[src/design/eptce_pkg.sv]
// Types, constants and CRC/xorshift helpers of the endpoint test command engine.
`timescale 1ns / 1ps
package eptce_pkg;

  // Field and bus widths.
  localparam int unsigned SizeW     = 21;
  localparam int unsigned InDataW   = 168;
  localparam int unsigned OutDataW  = 144;

  // Request kinds carried on the input tuser.
  localparam logic [1:0] ReqCommand = 2'd0;
  localparam logic [1:0] ReqData    = 2'd1;
  localparam logic [1:0] ReqPull    = 2'd2;

  // Command bits.
  localparam int unsigned CmdRead  = 3;
  localparam int unsigned CmdWrite = 4;
  localparam int unsigned CmdCopy  = 5;

  // Status bits.
  localparam logic [8:0] StReadOk   = 9'h001;
  localparam logic [8:0] StReadFail = 9'h002;
  localparam logic [8:0] StWriteOk  = 9'h004;
  localparam logic [8:0] StWriteFail= 9'h008;
  localparam logic [8:0] StCopyOk   = 9'h010;
  localparam logic [8:0] StCopyFail = 9'h020;
  localparam logic [8:0] StIrq      = 9'h040;

  // Result kinds.
  localparam logic KindStatus = 1'b0;
  localparam logic KindData   = 1'b1;

  localparam logic [31:0] CrcPoly = 32'hEDB88320;
  localparam logic [31:0] CrcInit = 32'hFFFFFFFF;
  localparam logic [31:0] RngSeed = 32'hDEADBEEF;
  localparam logic [SizeW-1:0] MaxXferReset = 21'h100000;

  typedef enum logic [1:0] {
    MODE_IDLE  = 2'd0,
    MODE_READ  = 2'd1,
    MODE_WRITE = 2'd2,
    MODE_COPY  = 2'd3
  } mode_e;

  typedef struct packed {
    logic [1:0]  req_type;
    logic [5:0]  command;
    logic [31:0] xfer_size;
    logic [31:0] expected_crc;
    logic [63:0] target_addr;
    logic [31:0] data_word;
  } item_t;

  typedef struct packed {
    mode_e            mode;
    logic [31:0]      crc_acc;
    logic [SizeW-1:0] bytes_left;
    logic [SizeW-1:0] byte_offset;
    logic [63:0]      dest_base;
    logic [31:0]      crc_target;
    logic [31:0]      rng_state;
  } state_t;

  typedef struct packed {
    logic        kind;
    logic [63:0] addr;
    logic [31:0] word;
    logic [2:0]  nbytes;
    logic [8:0]  status;
    logic [31:0] checksum;
    logic        last;
  } result_t;

  // One queue entry: a result and, where the item finishes a write or copy, the
  // status report that follows it.
  typedef struct packed {
    result_t     first;
    logic        two;
    logic [8:0]  second_status;
    logic [31:0] second_checksum;
  } entry_t;

  // Reflected CRC-32 over one byte.
  function automatic logic [31:0] crc_byte(input logic [31:0] crc, input logic [7:0] data);
    logic [31:0] c;
    logic [7:0]  d;
    c = crc;
    d = data;
    for (int b = 0; b < 8; b++) begin
      if (c[0] ^ d[0]) begin
        c = (c >> 1) ^ CrcPoly;
      end else begin
        c = c >> 1;
      end
      d = d >> 1;
    end
    return c;
  endfunction

  // One xorshift32 step, shifts 13, 17 and 5.
  function automatic logic [31:0] rng_step(input logic [31:0] s);
    logic [31:0] x;
    x = s;
    x = x ^ (x << 13);
    x = x ^ (x >> 17);
    x = x ^ (x << 5);
    return x;
  endfunction

endpackage

[src/design/eptce_step.sv]
// Next-state and result logic for one item of the endpoint test command engine.
`timescale 1ns / 1ps
module eptce_step
  import eptce_pkg::*;
(
  input  item_t            item_i,
  input  state_t           cur_i,
  input  logic [SizeW-1:0] max_xfer_i,
  output state_t           nxt_o,
  output entry_t           entry_o,
  output logic             has_result_o
);

  logic [2:0]       nbytes;
  logic [SizeW-1:0] left_new;
  logic [31:0]      rng_new;
  logic [31:0]      src;
  logic [31:0]      word;
  logic [31:0]      crc1, crc2, crc3, crc4, crc_new;
  logic             bad;
  logic             read_go, copy_go, write_go;

  // Bytes covered by this word and the updated count.
  assign nbytes   = (cur_i.bytes_left < SizeW'(4)) ? cur_i.bytes_left[2:0] : 3'd4;
  assign left_new = cur_i.bytes_left - {{(SizeW-3){1'b0}}, nbytes};
  assign rng_new  = rng_step(cur_i.rng_state);
  assign src      = (item_i.req_type == ReqPull) ? rng_new : item_i.data_word;

  // Only the valid low bytes of the final word are kept.
  always_comb begin
    case (nbytes)
      3'd1:    word = {24'd0, src[7:0]};
      3'd2:    word = {16'd0, src[15:0]};
      3'd3:    word = {8'd0, src[23:0]};
      default: word = src;
    endcase
  end

  // CRC over the covered bytes, lowest byte first.
  assign crc1 = crc_byte(cur_i.crc_acc, word[7:0]);
  assign crc2 = crc_byte(crc1, word[15:8]);
  assign crc3 = crc_byte(crc2, word[23:16]);
  assign crc4 = crc_byte(crc3, word[31:24]);

  always_comb begin
    case (nbytes)
      3'd0:    crc_new = cur_i.crc_acc;
      3'd1:    crc_new = crc1;
      3'd2:    crc_new = crc2;
      3'd3:    crc_new = crc3;
      default: crc_new = crc4;
    endcase
  end

  assign bad      = (item_i.xfer_size == 32'd0) ||
                    (item_i.xfer_size > {{(32-SizeW){1'b0}}, max_xfer_i});
  assign read_go  = (item_i.req_type == ReqData) && (cur_i.mode == MODE_READ);
  assign copy_go  = (item_i.req_type == ReqData) && (cur_i.mode == MODE_COPY);
  assign write_go = (item_i.req_type == ReqPull) && (cur_i.mode == MODE_WRITE);

  // Command decode and transfer progress.
  always_comb begin
    nxt_o        = cur_i;
    entry_o      = '0;
    has_result_o = 1'b0;
    if (item_i.req_type == ReqCommand) begin
      nxt_o.mode         = MODE_IDLE;
      entry_o.first.kind = KindStatus;
      entry_o.first.last = 1'b1;
      if (item_i.command[2:0] != 3'd0) begin
        has_result_o         = 1'b1;
        entry_o.first.status = StIrq;
      end else if (bad && (item_i.command[CmdRead] || item_i.command[CmdWrite] ||
                           item_i.command[CmdCopy])) begin
        has_result_o = 1'b1;
        if (item_i.command[CmdRead]) begin
          entry_o.first.status = StReadFail | StIrq;
        end else if (item_i.command[CmdWrite]) begin
          entry_o.first.status = StWriteFail | StIrq;
        end else begin
          entry_o.first.status = StCopyFail | StIrq;
        end
      end else if (item_i.command[CmdRead] || item_i.command[CmdWrite] ||
                   item_i.command[CmdCopy]) begin
        if (item_i.command[CmdRead]) begin
          nxt_o.mode       = MODE_READ;
          nxt_o.crc_target = item_i.expected_crc;
        end else if (item_i.command[CmdWrite]) begin
          nxt_o.mode = MODE_WRITE;
        end else begin
          nxt_o.mode = MODE_COPY;
        end
        nxt_o.bytes_left  = item_i.xfer_size[SizeW-1:0];
        nxt_o.byte_offset = '0;
        nxt_o.dest_base   = item_i.target_addr;
        nxt_o.crc_acc     = CrcInit;
      end else begin
        has_result_o         = 1'b1;
        entry_o.first.status = StIrq;
      end
    end else if (read_go) begin
      nxt_o.crc_acc    = crc_new;
      nxt_o.bytes_left = left_new;
      if (left_new == '0) begin
        nxt_o.mode           = MODE_IDLE;
        has_result_o         = 1'b1;
        entry_o.first.kind   = KindStatus;
        entry_o.first.last   = 1'b1;
        entry_o.first.status = ((crc_new == cur_i.crc_target) ? StReadOk : StReadFail) | StIrq;
      end
    end else if (copy_go || write_go) begin
      if (write_go) begin
        nxt_o.rng_state = rng_new;
        nxt_o.crc_acc   = crc_new;
      end
      nxt_o.bytes_left     = left_new;
      nxt_o.byte_offset    = cur_i.byte_offset + {{(SizeW-3){1'b0}}, nbytes};
      has_result_o         = 1'b1;
      entry_o.first.kind   = KindData;
      entry_o.first.addr   = cur_i.dest_base + {{(64-SizeW){1'b0}}, cur_i.byte_offset};
      entry_o.first.word   = word;
      entry_o.first.nbytes = nbytes;
      entry_o.first.last   = (left_new != '0);
      if (left_new == '0) begin
        nxt_o.mode  = MODE_IDLE;
        entry_o.two = 1'b1;
        if (write_go) begin
          entry_o.second_status   = StWriteOk | StIrq;
          entry_o.second_checksum = crc_new;
        end else begin
          entry_o.second_status   = StCopyOk | StIrq;
        end
      end
    end
  end

endmodule

[src/design/endpoint_test_command_engine.sv]
// Top level of the endpoint test command engine: stream ports, state and result queue.
`timescale 1ns / 1ps
// The engine takes one item per clock cycle unless the result queue is full:
// commands, source data words and pull requests for generated write words.
// An accepted item is held in an input register and resolved, once the
// queue has room, by one pass of CRC-32 and xorshift logic against the
// transfer state; its results are registered in a two-entry result queue
// and offered from there. Items that yield no result or one result sustain
// one item per cycle while the master side keeps up; the item that finishes
// a write or copy yields a data result and a status report, which leave as
// two transfers on the master side. The limiting element is the update of
// the CRC accumulator and generator state. The size limit register is
// written through the cfg channel, which is always ready; the user must
// write it only while no item is in flight, as the block does not enforce it.
module endpoint_test_command_engine
  import eptce_pkg::*;
(
  input  logic                 clk_i,
  input  logic                 rst_ni,
  // Configuration write: max_transfer_bytes.
  input  logic                 cfg_valid_i,
  output logic                 cfg_ready_o,
  input  logic [SizeW-1:0]     cfg_data_i,
  // Input items.
  input  logic                 s_axis_tvalid,
  output logic                 s_axis_tready,
  // command[5:0], xfer_size[37:6], expected_crc[69:38], target_addr[133:70],
  // data_word[165:134], zero fill[167:166].
  input  logic [InDataW-1:0]   s_axis_tdata,
  // req_type[1:0].
  input  logic [1:0]           s_axis_tuser,
  // Results.
  output logic                 m_axis_tvalid,
  input  logic                 m_axis_tready,
  // out_addr[63:0], out_word[95:64], out_bytes[98:96], status_word[107:99],
  // checksum_out[139:108], zero fill[143:140].
  output logic [OutDataW-1:0]  m_axis_tdata,
  // result_kind[0].
  output logic [0:0]           m_axis_tuser,
  output logic                 m_axis_tlast
);

  localparam int unsigned QDepth = 2;

  logic             in_valid_q, in_valid_d;
  item_t            in_q;
  state_t           st_q, st_d;
  logic [SizeW-1:0] max_xfer_q;
  entry_t           new_entry;
  logic             has_result;
  entry_t           queue_q [QDepth];
  logic             wr_ptr_q, rd_ptr_q, sel_q;
  logic [1:0]       cnt_q;
  entry_t           head;
  result_t          out_res;
  logic             process, push, pop, pop_entry;

  eptce_step u_step (
    .item_i       (in_q),
    .cur_i        (st_q),
    .max_xfer_i   (max_xfer_q),
    .nxt_o        (st_d),
    .entry_o      (new_entry),
    .has_result_o (has_result)
  );

  // Handshake control.
  assign process       = in_valid_q && (cnt_q != 2'(QDepth));
  assign push          = process && has_result;
  assign s_axis_tready = !in_valid_q || process;
  assign in_valid_d    = s_axis_tready ? s_axis_tvalid : in_valid_q;
  assign cfg_ready_o   = 1'b1;

  assign head          = queue_q[rd_ptr_q];
  assign m_axis_tvalid = (cnt_q != 2'd0);
  assign pop           = m_axis_tvalid && m_axis_tready;
  assign pop_entry     = pop && (sel_q || !head.two);

  // Present the first result of the head entry or its trailing status report.
  always_comb begin
    if (sel_q) begin
      out_res          = '0;
      out_res.kind     = KindStatus;
      out_res.status   = head.second_status;
      out_res.checksum = head.second_checksum;
      out_res.last     = 1'b1;
    end else begin
      out_res = head.first;
    end
  end

  assign m_axis_tdata = {4'd0, out_res.checksum, out_res.status, out_res.nbytes,
                         out_res.word, out_res.addr};
  assign m_axis_tuser = out_res.kind;
  assign m_axis_tlast = out_res.last;

  // Control state, transfer state and the size limit.
  always_ff @(posedge clk_i or negedge rst_ni) begin
    if (!rst_ni) begin
      in_valid_q             <= 1'b0;
      st_q.mode              <= MODE_IDLE;
      st_q.crc_acc           <= CrcInit;
      st_q.bytes_left        <= '0;
      st_q.byte_offset       <= '0;
      st_q.dest_base         <= '0;
      st_q.crc_target        <= '0;
      st_q.rng_state         <= RngSeed;
      max_xfer_q             <= MaxXferReset;
      wr_ptr_q               <= 1'b0;
      rd_ptr_q               <= 1'b0;
      sel_q                  <= 1'b0;
      cnt_q                  <= 2'd0;
    end else begin
      in_valid_q <= in_valid_d;
      if (process) begin
        st_q <= st_d;
      end
      if (cfg_valid_i && cfg_ready_o) begin
        max_xfer_q <= cfg_data_i;
      end
      if (push) begin
        wr_ptr_q <= !wr_ptr_q;
      end
      if (pop_entry) begin
        rd_ptr_q <= !rd_ptr_q;
        sel_q    <= 1'b0;
      end else if (pop) begin
        sel_q <= 1'b1;
      end
      cnt_q <= cnt_q + {1'b0, push} - {1'b0, pop_entry};
    end
  end

  // Input register and queue payload.
  always_ff @(posedge clk_i) begin
    if (s_axis_tvalid && s_axis_tready) begin
      in_q.req_type     <= s_axis_tuser;
      in_q.command      <= s_axis_tdata[5:0];
      in_q.xfer_size    <= s_axis_tdata[37:6];
      in_q.expected_crc <= s_axis_tdata[69:38];
      in_q.target_addr  <= s_axis_tdata[133:70];
      in_q.data_word    <= s_axis_tdata[165:134];
    end
    if (push) begin
      queue_q[wr_ptr_q] <= new_entry;
    end
  end

endmodule

[config.mk]
export PLATFORM = sky130hd
export DESIGN_NAME = endpoint_test_command_engine
export DESIGN_NICKNAME = d
export VERILOG_FILES = /design/src/design/eptce_pkg.sv /design/src/design/eptce_step.sv /design/src/design/endpoint_test_command_engine.sv
export SDC_FILE = /design/constraint.sdc
export NUM_CORES = 1
export LEC_CHECK = 0
export BUFFER_PORTS_ARGS = -buffer_cell sky130_fd_sc_hd__buf_4
export CAP_MARGIN = 20
export CORE_ASPECT_RATIO = 1.25
export CORE_UTILIZATION = 45
export CTS_CLUSTER_SIZE = 8
export DETAILED_ROUTE_END_ITERATION = 10
export PLACE_DENSITY = 0.68
export RECOVER_POWER = 25
export SLEW_MARGIN = 20
export SYNTH_ARGS = -nofsm -noshare
export SYNTH_HDL_FRONTEND = slang
export SYNTH_SLANG_ARGS = --single-unit
[constraint.sdc]
create_clock -name clk_i -period 23.2 [get_ports clk_i]
set_input_delay 3.48 -clock clk_i [delete_from_list [all_inputs] [get_ports clk_i]]
set_output_delay 3.48 -clock clk_i [all_outputs]
set_load 0.01 [all_outputs]
==> results of run 1 <==
stage by stage:
| stage | setup slack [ns] | hold WS (ns) | cells | area (um2) |
|---|---|---|---|---|
| after floorplan | 11.59 | 0.426 | 3008 | 36600 |
| after global placement | 15.02 | 0.432 | 4297 | 40200 |
| after detailed placement | 14.96 | 0.438 | 4298 | 40300 |
| after CTS | 14.91 | 0.450 | 4477 | 43100 |
| after global routing | 14.61 | 0.477 | 4477 | 43000 |
| final | 14.88 | 0.447 | 4481 | 43000 |
worst max-delay path: cells and delay by family (launching register included):
kind,cells,cell delay [ns]
compound gates,2,0.31
simple gates,5,2.36
xor+xnor,9,4.38
flops,1,0.49
mux,1,0.42
logic make-up after synthesis:
family          Yosys count  share of synthesized area [%]
simple gates            822                           10.2
flops                   681                           52.9
xor+xnor                534                           17.4
compound gates          411                           6.86
mux                     281                           8.41
buf+inv                 221                           2.47
fa+ha+maj                50                           1.72
other cells               2                         0.0205
layout make-up:
type,count,area (um2)
antenna,4,10.0
clock buffer,173,2710
clock inverter,6,92.6
fill,6968,37200
inverter,75,282
multi-input combinational,2106,16400
sequential,681,19400
tap,1062,1330
timing repair buffer,374,2780
path summary, 6_finish.rpt:
| check | startpoint | end | cells after the start |
|---|---|---|---|
| setup / recovery | in_q[166] | queue_q[1][44] | 17 |
| hold / removal | in_q[71] | st_q[103] | 2 |
| setup reg to reg | in_q[166] | queue_q[1][44] | 17 |
| hold reg to reg | in_q[71] | st_q[103] | 2 |
| max in group asynchronous | rst_ni | max_xfer_q[0] | 1 |
| min in group asynchronous | rst_ni | st_q[76] | 1 |
sequential cells by signal (all words and copies together) (netlist names):
signal and cells:
cnt_q 2, wr_ptr_q 1, st_q 204, sel_q 1
queue_q 282, max_xfer_q 21, rd_ptr_q 1, in_q 168
in_valid_q 1
layout by cell type (no fill, tap or decap), drive strengths merged, types with 57 or more instances in the layout:
master / Yosys / layout
dfrtp: 174 / 174
a21oi: 129 / 129
xor2: 146 / 146
mux2i: 176 / 176
clkbuf: 94 / 348
xnor2: 311 / 311
nor2: 388 / 388
nand2: 163 / 163
buf: 52 / 199
mux2: 99 / 99
o21ai: 116 / 116
edfxtp: 450 / 450
dfstp: 57 / 57
inv: 74 / 77
layer usage:
layer / track usage [%] / up-vias / wire, um
met5: 0 / - / 144
met4: 12.1 / 22 / 4980
met3: 4.84 / 256 / 6300
met2: 43.8 / 875 / 52600
met1: 29.1 / 11934 / 39100
li1: - / 11349 / -
==> metrics list, run 1 <==
- Outcome: finished with violations
* Failing checks: capacitance limit, slew limit
- Max Slew Vio Count: 241
- The slowest stage of the critical path is the sky130_fd_sc_hd__and2b_4 cell.
- Launching element type of the critical path: register
- Maximum clock skew at final layout: 0.0268 ns
- Post-CTS timing repair inserted 0 buffers for setup.
- Final critical path time including I/O delays and setup: 8.32 ns
- The cell sitting at the root of the clock tree is a sky130_fd_sc_hd__clkbuf_16.
* Most Frequent Cell on Critical Path: sky130_fd_sc_hd__xnor2_4
- Number of buffers created by CTS: 95
* Insertion delay to the later sink of the worst-skew pair: 0.66 ns
- Final core occ: 53.6%
* Clock tree from TritonCTS: yes
* GRT Residual Overflow: 0
- Global-route usage over all layers: 24.9%
* Max-cap violations: 5
- STA puts the critical path data arrival time at 8.71 ns.
- 345 I/O pins were placed.
* Pre-antenna DRT Iters: 5
- Setup tns final: 0 ns
- Setup violations remaining at the end of the flow were counted as 0.
- Setup repair after global routing missed its margin: no
- In this run the cell area of the synthesized design comes to 36,600 um2.
- Entering global routing, the biggest net connects 152 pins.
- The commonest cells after synthesis are 450 x sky130_fd_sc_hd__edfxtp_1, 388 x sky130_fd_sc_hd__nor2_1, 280 x sky130_fd_sc_hd__xnor2_1.
* Total half-perimeter wirelength after legalization and detailed placement: 75,600 um
- Walking the worst path, the cells encountered are and2b_4 > mux2i_1 > xnor2_2 > xor3_2 > xnor3_2 > xnor2_4 > xnor3_1 > xnor2_4 > xnor2_4 > xor2_2 > xor3_1 > nor2_1 > or2_1 > o21ai_1 > or4_1 > or4_1 > a22o_1.
- In the synthesized netlist the async set-or-reset flop fraction comes to 33.9%.
* Count of mapped cells out of synthesis: 3,002
* Number of antenna violations at the first check in global routing: 12
* Largest cells by area after synthesis: sky130_fd_sc_hd__edfxtp_1 37%, sky130_fd_sc_hd__dfrtp_1 12%, sky130_fd_sc_hd__xnor2_1 6.7%, sky130_fd_sc_hd__mux2i_1 4.6%, sky130_fd_sc_hd__dfstp_2 4.1%
* Die area: 82,500 um2
- The H-tree was split into 3 levels.
* Via count normalized by instance count: 5.45
* I/O Buffers: 335
* Max-Slew Margin vs Limit: -207%
- Routed Wire Length: 103,000 um
- Required time of the worst setup path: 23.59 ns
- A synthesized cell averages 12.2 um2.
- Cells with a size suffix above 1 make up 21.4% of the layout.
- The area growth from synthesis to layout is 17.5%.
* Crit Path Class: reg -> reg
* Routability Congestion: 0.998
- Yosys printed 0 warnings.
- In the post-synthesis netlist, the cell with the most instances is sky130_fd_sc_hd__edfxtp_1.
* Die W: 257 um
- Sequential share of the synthesized area: 52.9%
* First-iteration detailed-routing DRC count: 1,997
* Clock Pin Slew Worst Setup and Hold Paths: 0.05 ns
- No sink is reached through more buffers than the 3 on the longest clock path.
- Synth area leader: sky130_fd_sc_hd__edfxtp_1
* Hold Path Class: reg -> reg
* Fmax: 120 MHz
- The largest single stage delay on the critical path is 0.79 ns.
- STA classifies the critical path endpoint as a register.
* Slew @ Worst Pin: 4.60 ns
- R2R setup slack: 14.88 ns
- First-pass GRT wire length: 153,000 um
* Area share of the largest cell type after synthesis: 36.9%
- In this run, synthesis produced a sequential element count of 681.
- In this run the standard cell core region covers 80,300 um2.
* WL per Instance: 23.0 um
* Initial Utilization: 45.6%
- Total of cells resized after clock tree synthesis: 0
* DRC errors left: 0
- In the final design database the tool counted 3,578 nets.
- In the synthesized netlist the dominant register cell turns out to be sky130_fd_sc_hd__edfxtp_1.
- The detail route stage leaves a number of antenna-violating nets equal to 0.
- The number of global-route vias before repair came to 24,536.
- Cts-stage hold buffer count: 0
* Sinks on the clock net: 681
- Part of the cycle the worst path needs: 35.9%
- Overall via count from detail_route: 24,436
- The floorplan has 116 rows.
- The count of final hold-check violations was 0.
- Number of distinct library cells after synthesis: 91
- Maximum fanout along the worst path: 38
- In this run the vertical extent of the chip is 321 um.
- Yosys mapped a number of flops with a built-in enable equal to 450.
Power of run 1 is left out: the tool's default activity adds up to more than one toggle a clock period on the data nets, which glitch-free logic cannot reach.
==> run 2, diff against run 1 <==
==> constraint.sdc (replaced) <==
create_clock -name clk_i -period 8.2 [get_ports clk_i]
set_input_delay 1.23 -clock clk_i [delete_from_list [all_inputs] [get_ports clk_i]]
set_output_delay 1.23 -clock clk_i [all_outputs]
set_load 0.01 [all_outputs]
==> metrics list, run 2 (synthesis results as in run 1) <==
- Leading cell types in the layout, fill and taps excluded: 450 x sky130_fd_sc_hd__edfxtp_1, 384 x sky130_fd_sc_hd__nor2_1, 280 x sky130_fd_sc_hd__xnor2_1 (unchanged)
- Sequential cell area: 19,400 um2 (about the same)
- Height of the chip: 321 um (unchanged)
* Fmax: 133 MHz (was 120 MHz)
* Sinks on the clock net: 681 (unchanged)
- Maximum number of buffers from clock root to sink: 3 (unchanged)
- Number of post-CTS setup repair buffers: 0 (unchanged)
- # nets final: 3,611 (was 3,578)
- The area of combinational cells with multiple inputs came to 16,400 um2 (about the same).
- Maximum number of pins on one net before global-route repair: 129 (was 152)
- The estimated wirelength of the detail-placed design was 78,000 um (was 75,600 um).
- The final wirelength was 105,000 um (was 103,000 um).
- The kind of end point of the critical path is a register (unchanged).
- Total of cells resized after clock tree synthesis: 0 (unchanged)
* Overall via count from detail_route: 24,287 (was 24,436)
* Setup repair after global routing missed its margin: no (unchanged)
- Part of the cycle the worst path needs: 91.5% (was 35.9%)
- Number of antenna violations at the first check in global routing: 10 (was 12)
- I/O Buffers: 335 (unchanged)
* Largest registers: queue_q x282, st_q x204, in_q x168 (unchanged)
- Clk Tree Root Cell: sky130_fd_sc_hd__clkbuf_16 (unchanged)
- Final critical path time including I/O delays and setup: 7.50 ns (was 8.32 ns)
- First-iteration detailed-routing DRC count: 1,759 (was 1,997)
- Max Slew Vio Count: 106 (was 241)
- The layer with the highest usage was met2 (unchanged).
* Launching element type of the critical path: register (unchanged)
- Die area: 82,500 um2 (unchanged)
- The number of fill cells in the layout was 6,837 (was 6,968).
- Area grow syn2layout: 18.3% (was 17.5%)
* Clock Pin Slew Worst Setup and Hold Paths: 0.05 ns (about the same)
* Max FFs per register: 282 (unchanged)
- The relative slew slack was -126% (was -207%).
- The arrival time of data at the critical path endpoint was 7.91 ns (was 8.71 ns).
- WL per Instance: 23.4 um (was 23.0 um)
- The critical path data required time is 8.60 ns (was 23.59 ns).
* Rows: 116 (unchanged)
- The chip width was 257 um (unchanged).
- The initial core utilization came to 45.6% (unchanged).
- The maximum net fanout on the critical path is 20 (was 38).
- The maximum level of the CTS H-tree is 3 (unchanged).
* Fraction of final layout cells sized beyond drive strength 1: 22.2% (was 21.4%)
- The met3 track demand over resource in global routing came to 4.00% (was 4.84%).
- Worst hold slack: 0.448 ns (was 0.447 ns)
* Biggest cell delay along the critical path: 0.63 ns (was 0.79 ns)
* Global-route track usage on met1: 30.8% (was 29.1%)
- The total core area was 80,300 um2 (unchanged).
* Via count normalized by instance count: 5.38 (was 5.45)
* Max-cap violations: 3 (was 5)
- The number of detailed-routing iterations run before antenna repair was 6 (was 5).
- The maximum clock skew at final layout is 0.0236 ns (was 0.0268 ns).
- Cts-stage hold buffer count: 0 (unchanged)
- The number of design rule violations left after detail routing was 0 (unchanged).
- First-pass GRT wire length: 156,000 um (was 153,000 um)
- The worst-skew pair later-pin latency is 0.66 ns (about the same).
- The global router's overall resource usage was 25.6% (was 24.9%).
- The final weighted congestion in routability-driven placement was 1.01 (was 0.998).
- Number of buffers created by CTS: 95 (unchanged)
- Sequence of cells on the critical path: and2b_4 > mux2i_1 > xnor2_2 > xnor2_2 > xnor3_1 > xor2_1 > xnor3_2 > xor2_2 > xor3_2 > xor2_1 > xnor2_1 > o21ai_1 > xnor2_1 > or4_1 > or4_1 > a22o_1 (was and2b_4 > mux2i_1 > xnor2_2 > xor3_2 > xnor3_2 > xnor2_4 > xnor3_1 > xnor2_4 > xnor2_4 > xor2_2 > xor3_1 > nor2_1 > or2_1 > o21ai_1 > or4_1 > or4_1 > a22o_1).
- Number of global-route vias before repair: 24,679 (was 24,536)
- The largest register by flop count was queue_q (unchanged).
* Fin. Hold Viols: 0 (unchanged)
- Outcome: finished with violations (unchanged)
* Setup-failing EPs final: 0 (unchanged)
* Clock tree from TritonCTS: yes (unchanged)
- Failing checks: capacitance limit, slew limit (unchanged)
* Hold Path Class: reg -> reg (unchanged)
* Slew @ Worst Pin: 3.40 ns (was 4.60 ns)
- The I/O pin total is 345 (unchanged).
- The most common cell after layout, fill and taps aside is sky130_fd_sc_hd__edfxtp_1 (unchanged).
* Crit Path Class: reg -> reg (unchanged)
- The highest-delay cell along the critical path is sky130_fd_sc_hd__and2b_4 (unchanged).
- The total overflow reported by the global router came to 0 (unchanged).
- The global-route track usage on met2 was 44.9% (was 43.8%).
* Residual antenna-violating net count after detailed routing: 0 (unchanged)
==> run 2: changes by cell type in the layout (fill, tap and decap cells not counted), sizes merged <==
cell	change
buf	+36
clkbuf	-4
clkinv	-1
==> run 2: path summary, 6_finish.rpt <==
| path | slack [ns] | depth (start not counted) | end | start |
|---|---|---|---|---|
| worst max-delay path | 0.70 | 16 | queue_q[1][44] | in_q[166] |
| worst min-delay path | 0.45 | 2 | st_q[123] | in_q[91] |
| worst max register to register | 0.70 | 16 | queue_q[1][44] | in_q[166] |
| worst min register to register | 0.45 | 2 | st_q[123] | in_q[91] |
| max in group asynchronous | 2.60 | 2 | st_q[8] | rst_ni |
| min in group asynchronous | 1.73 | 1 | st_q[85] | rst_ni |
==> run 2: metal layers <==
layer,share of wire (%),up-vias
li1,-,11393
met1,39,11827
met2,51,836
met3,5.4,217
met4,4.2,14
met5,0.091,-
==> run 2: through the flow <==
| stage | cell area, um2 | setup TNS, ns | setup WS [ns] | cells | util [%] |
|---|---|---|---|---|---|
| finish | 43300 | 0 | 0.695 | 4512 | 54.0 |
| global route | 43300 | 0 | 0.382 | 4508 | 54.0 |
| CTS | 43300 | 0 | 0.705 | 4507 | 54.0 |
| detailed placement | 40600 | 0 | 0.753 | 4330 | 50.6 |
| global placement | 40600 | 0 | 0.805 | 4329 | 50.5 |
| floorplan | 36600 | -293.41 | -1.04 | 3008 | - |
==> run 2: area by class of cell <==
class / instances / area share [%]
diodes: 4 / 0.0231
clock buffers: 172 / 6.25
clock inverters: 5 / 0.110
flip-flops and latches: 681 / 44.7
inverters: 75 / 0.650
multi-input cells: 2106 / 38.0
well taps: 1062 / 3.07
repair buffers: 407 / 7.22
==> run 2: critical path: cells and delay by family, from the launching register on <==
| kind | cells | cell delay (ns) |
|---|---|---|
| flops | 1 | 0.49 |
| compound gates | 2 | 0.75 |
| simple gates | 3 | 1.73 |
| xor+xnor | 10 | 3.71 |
| mux | 1 | 0.52 |
Power of run 2 is left out for the same reason.
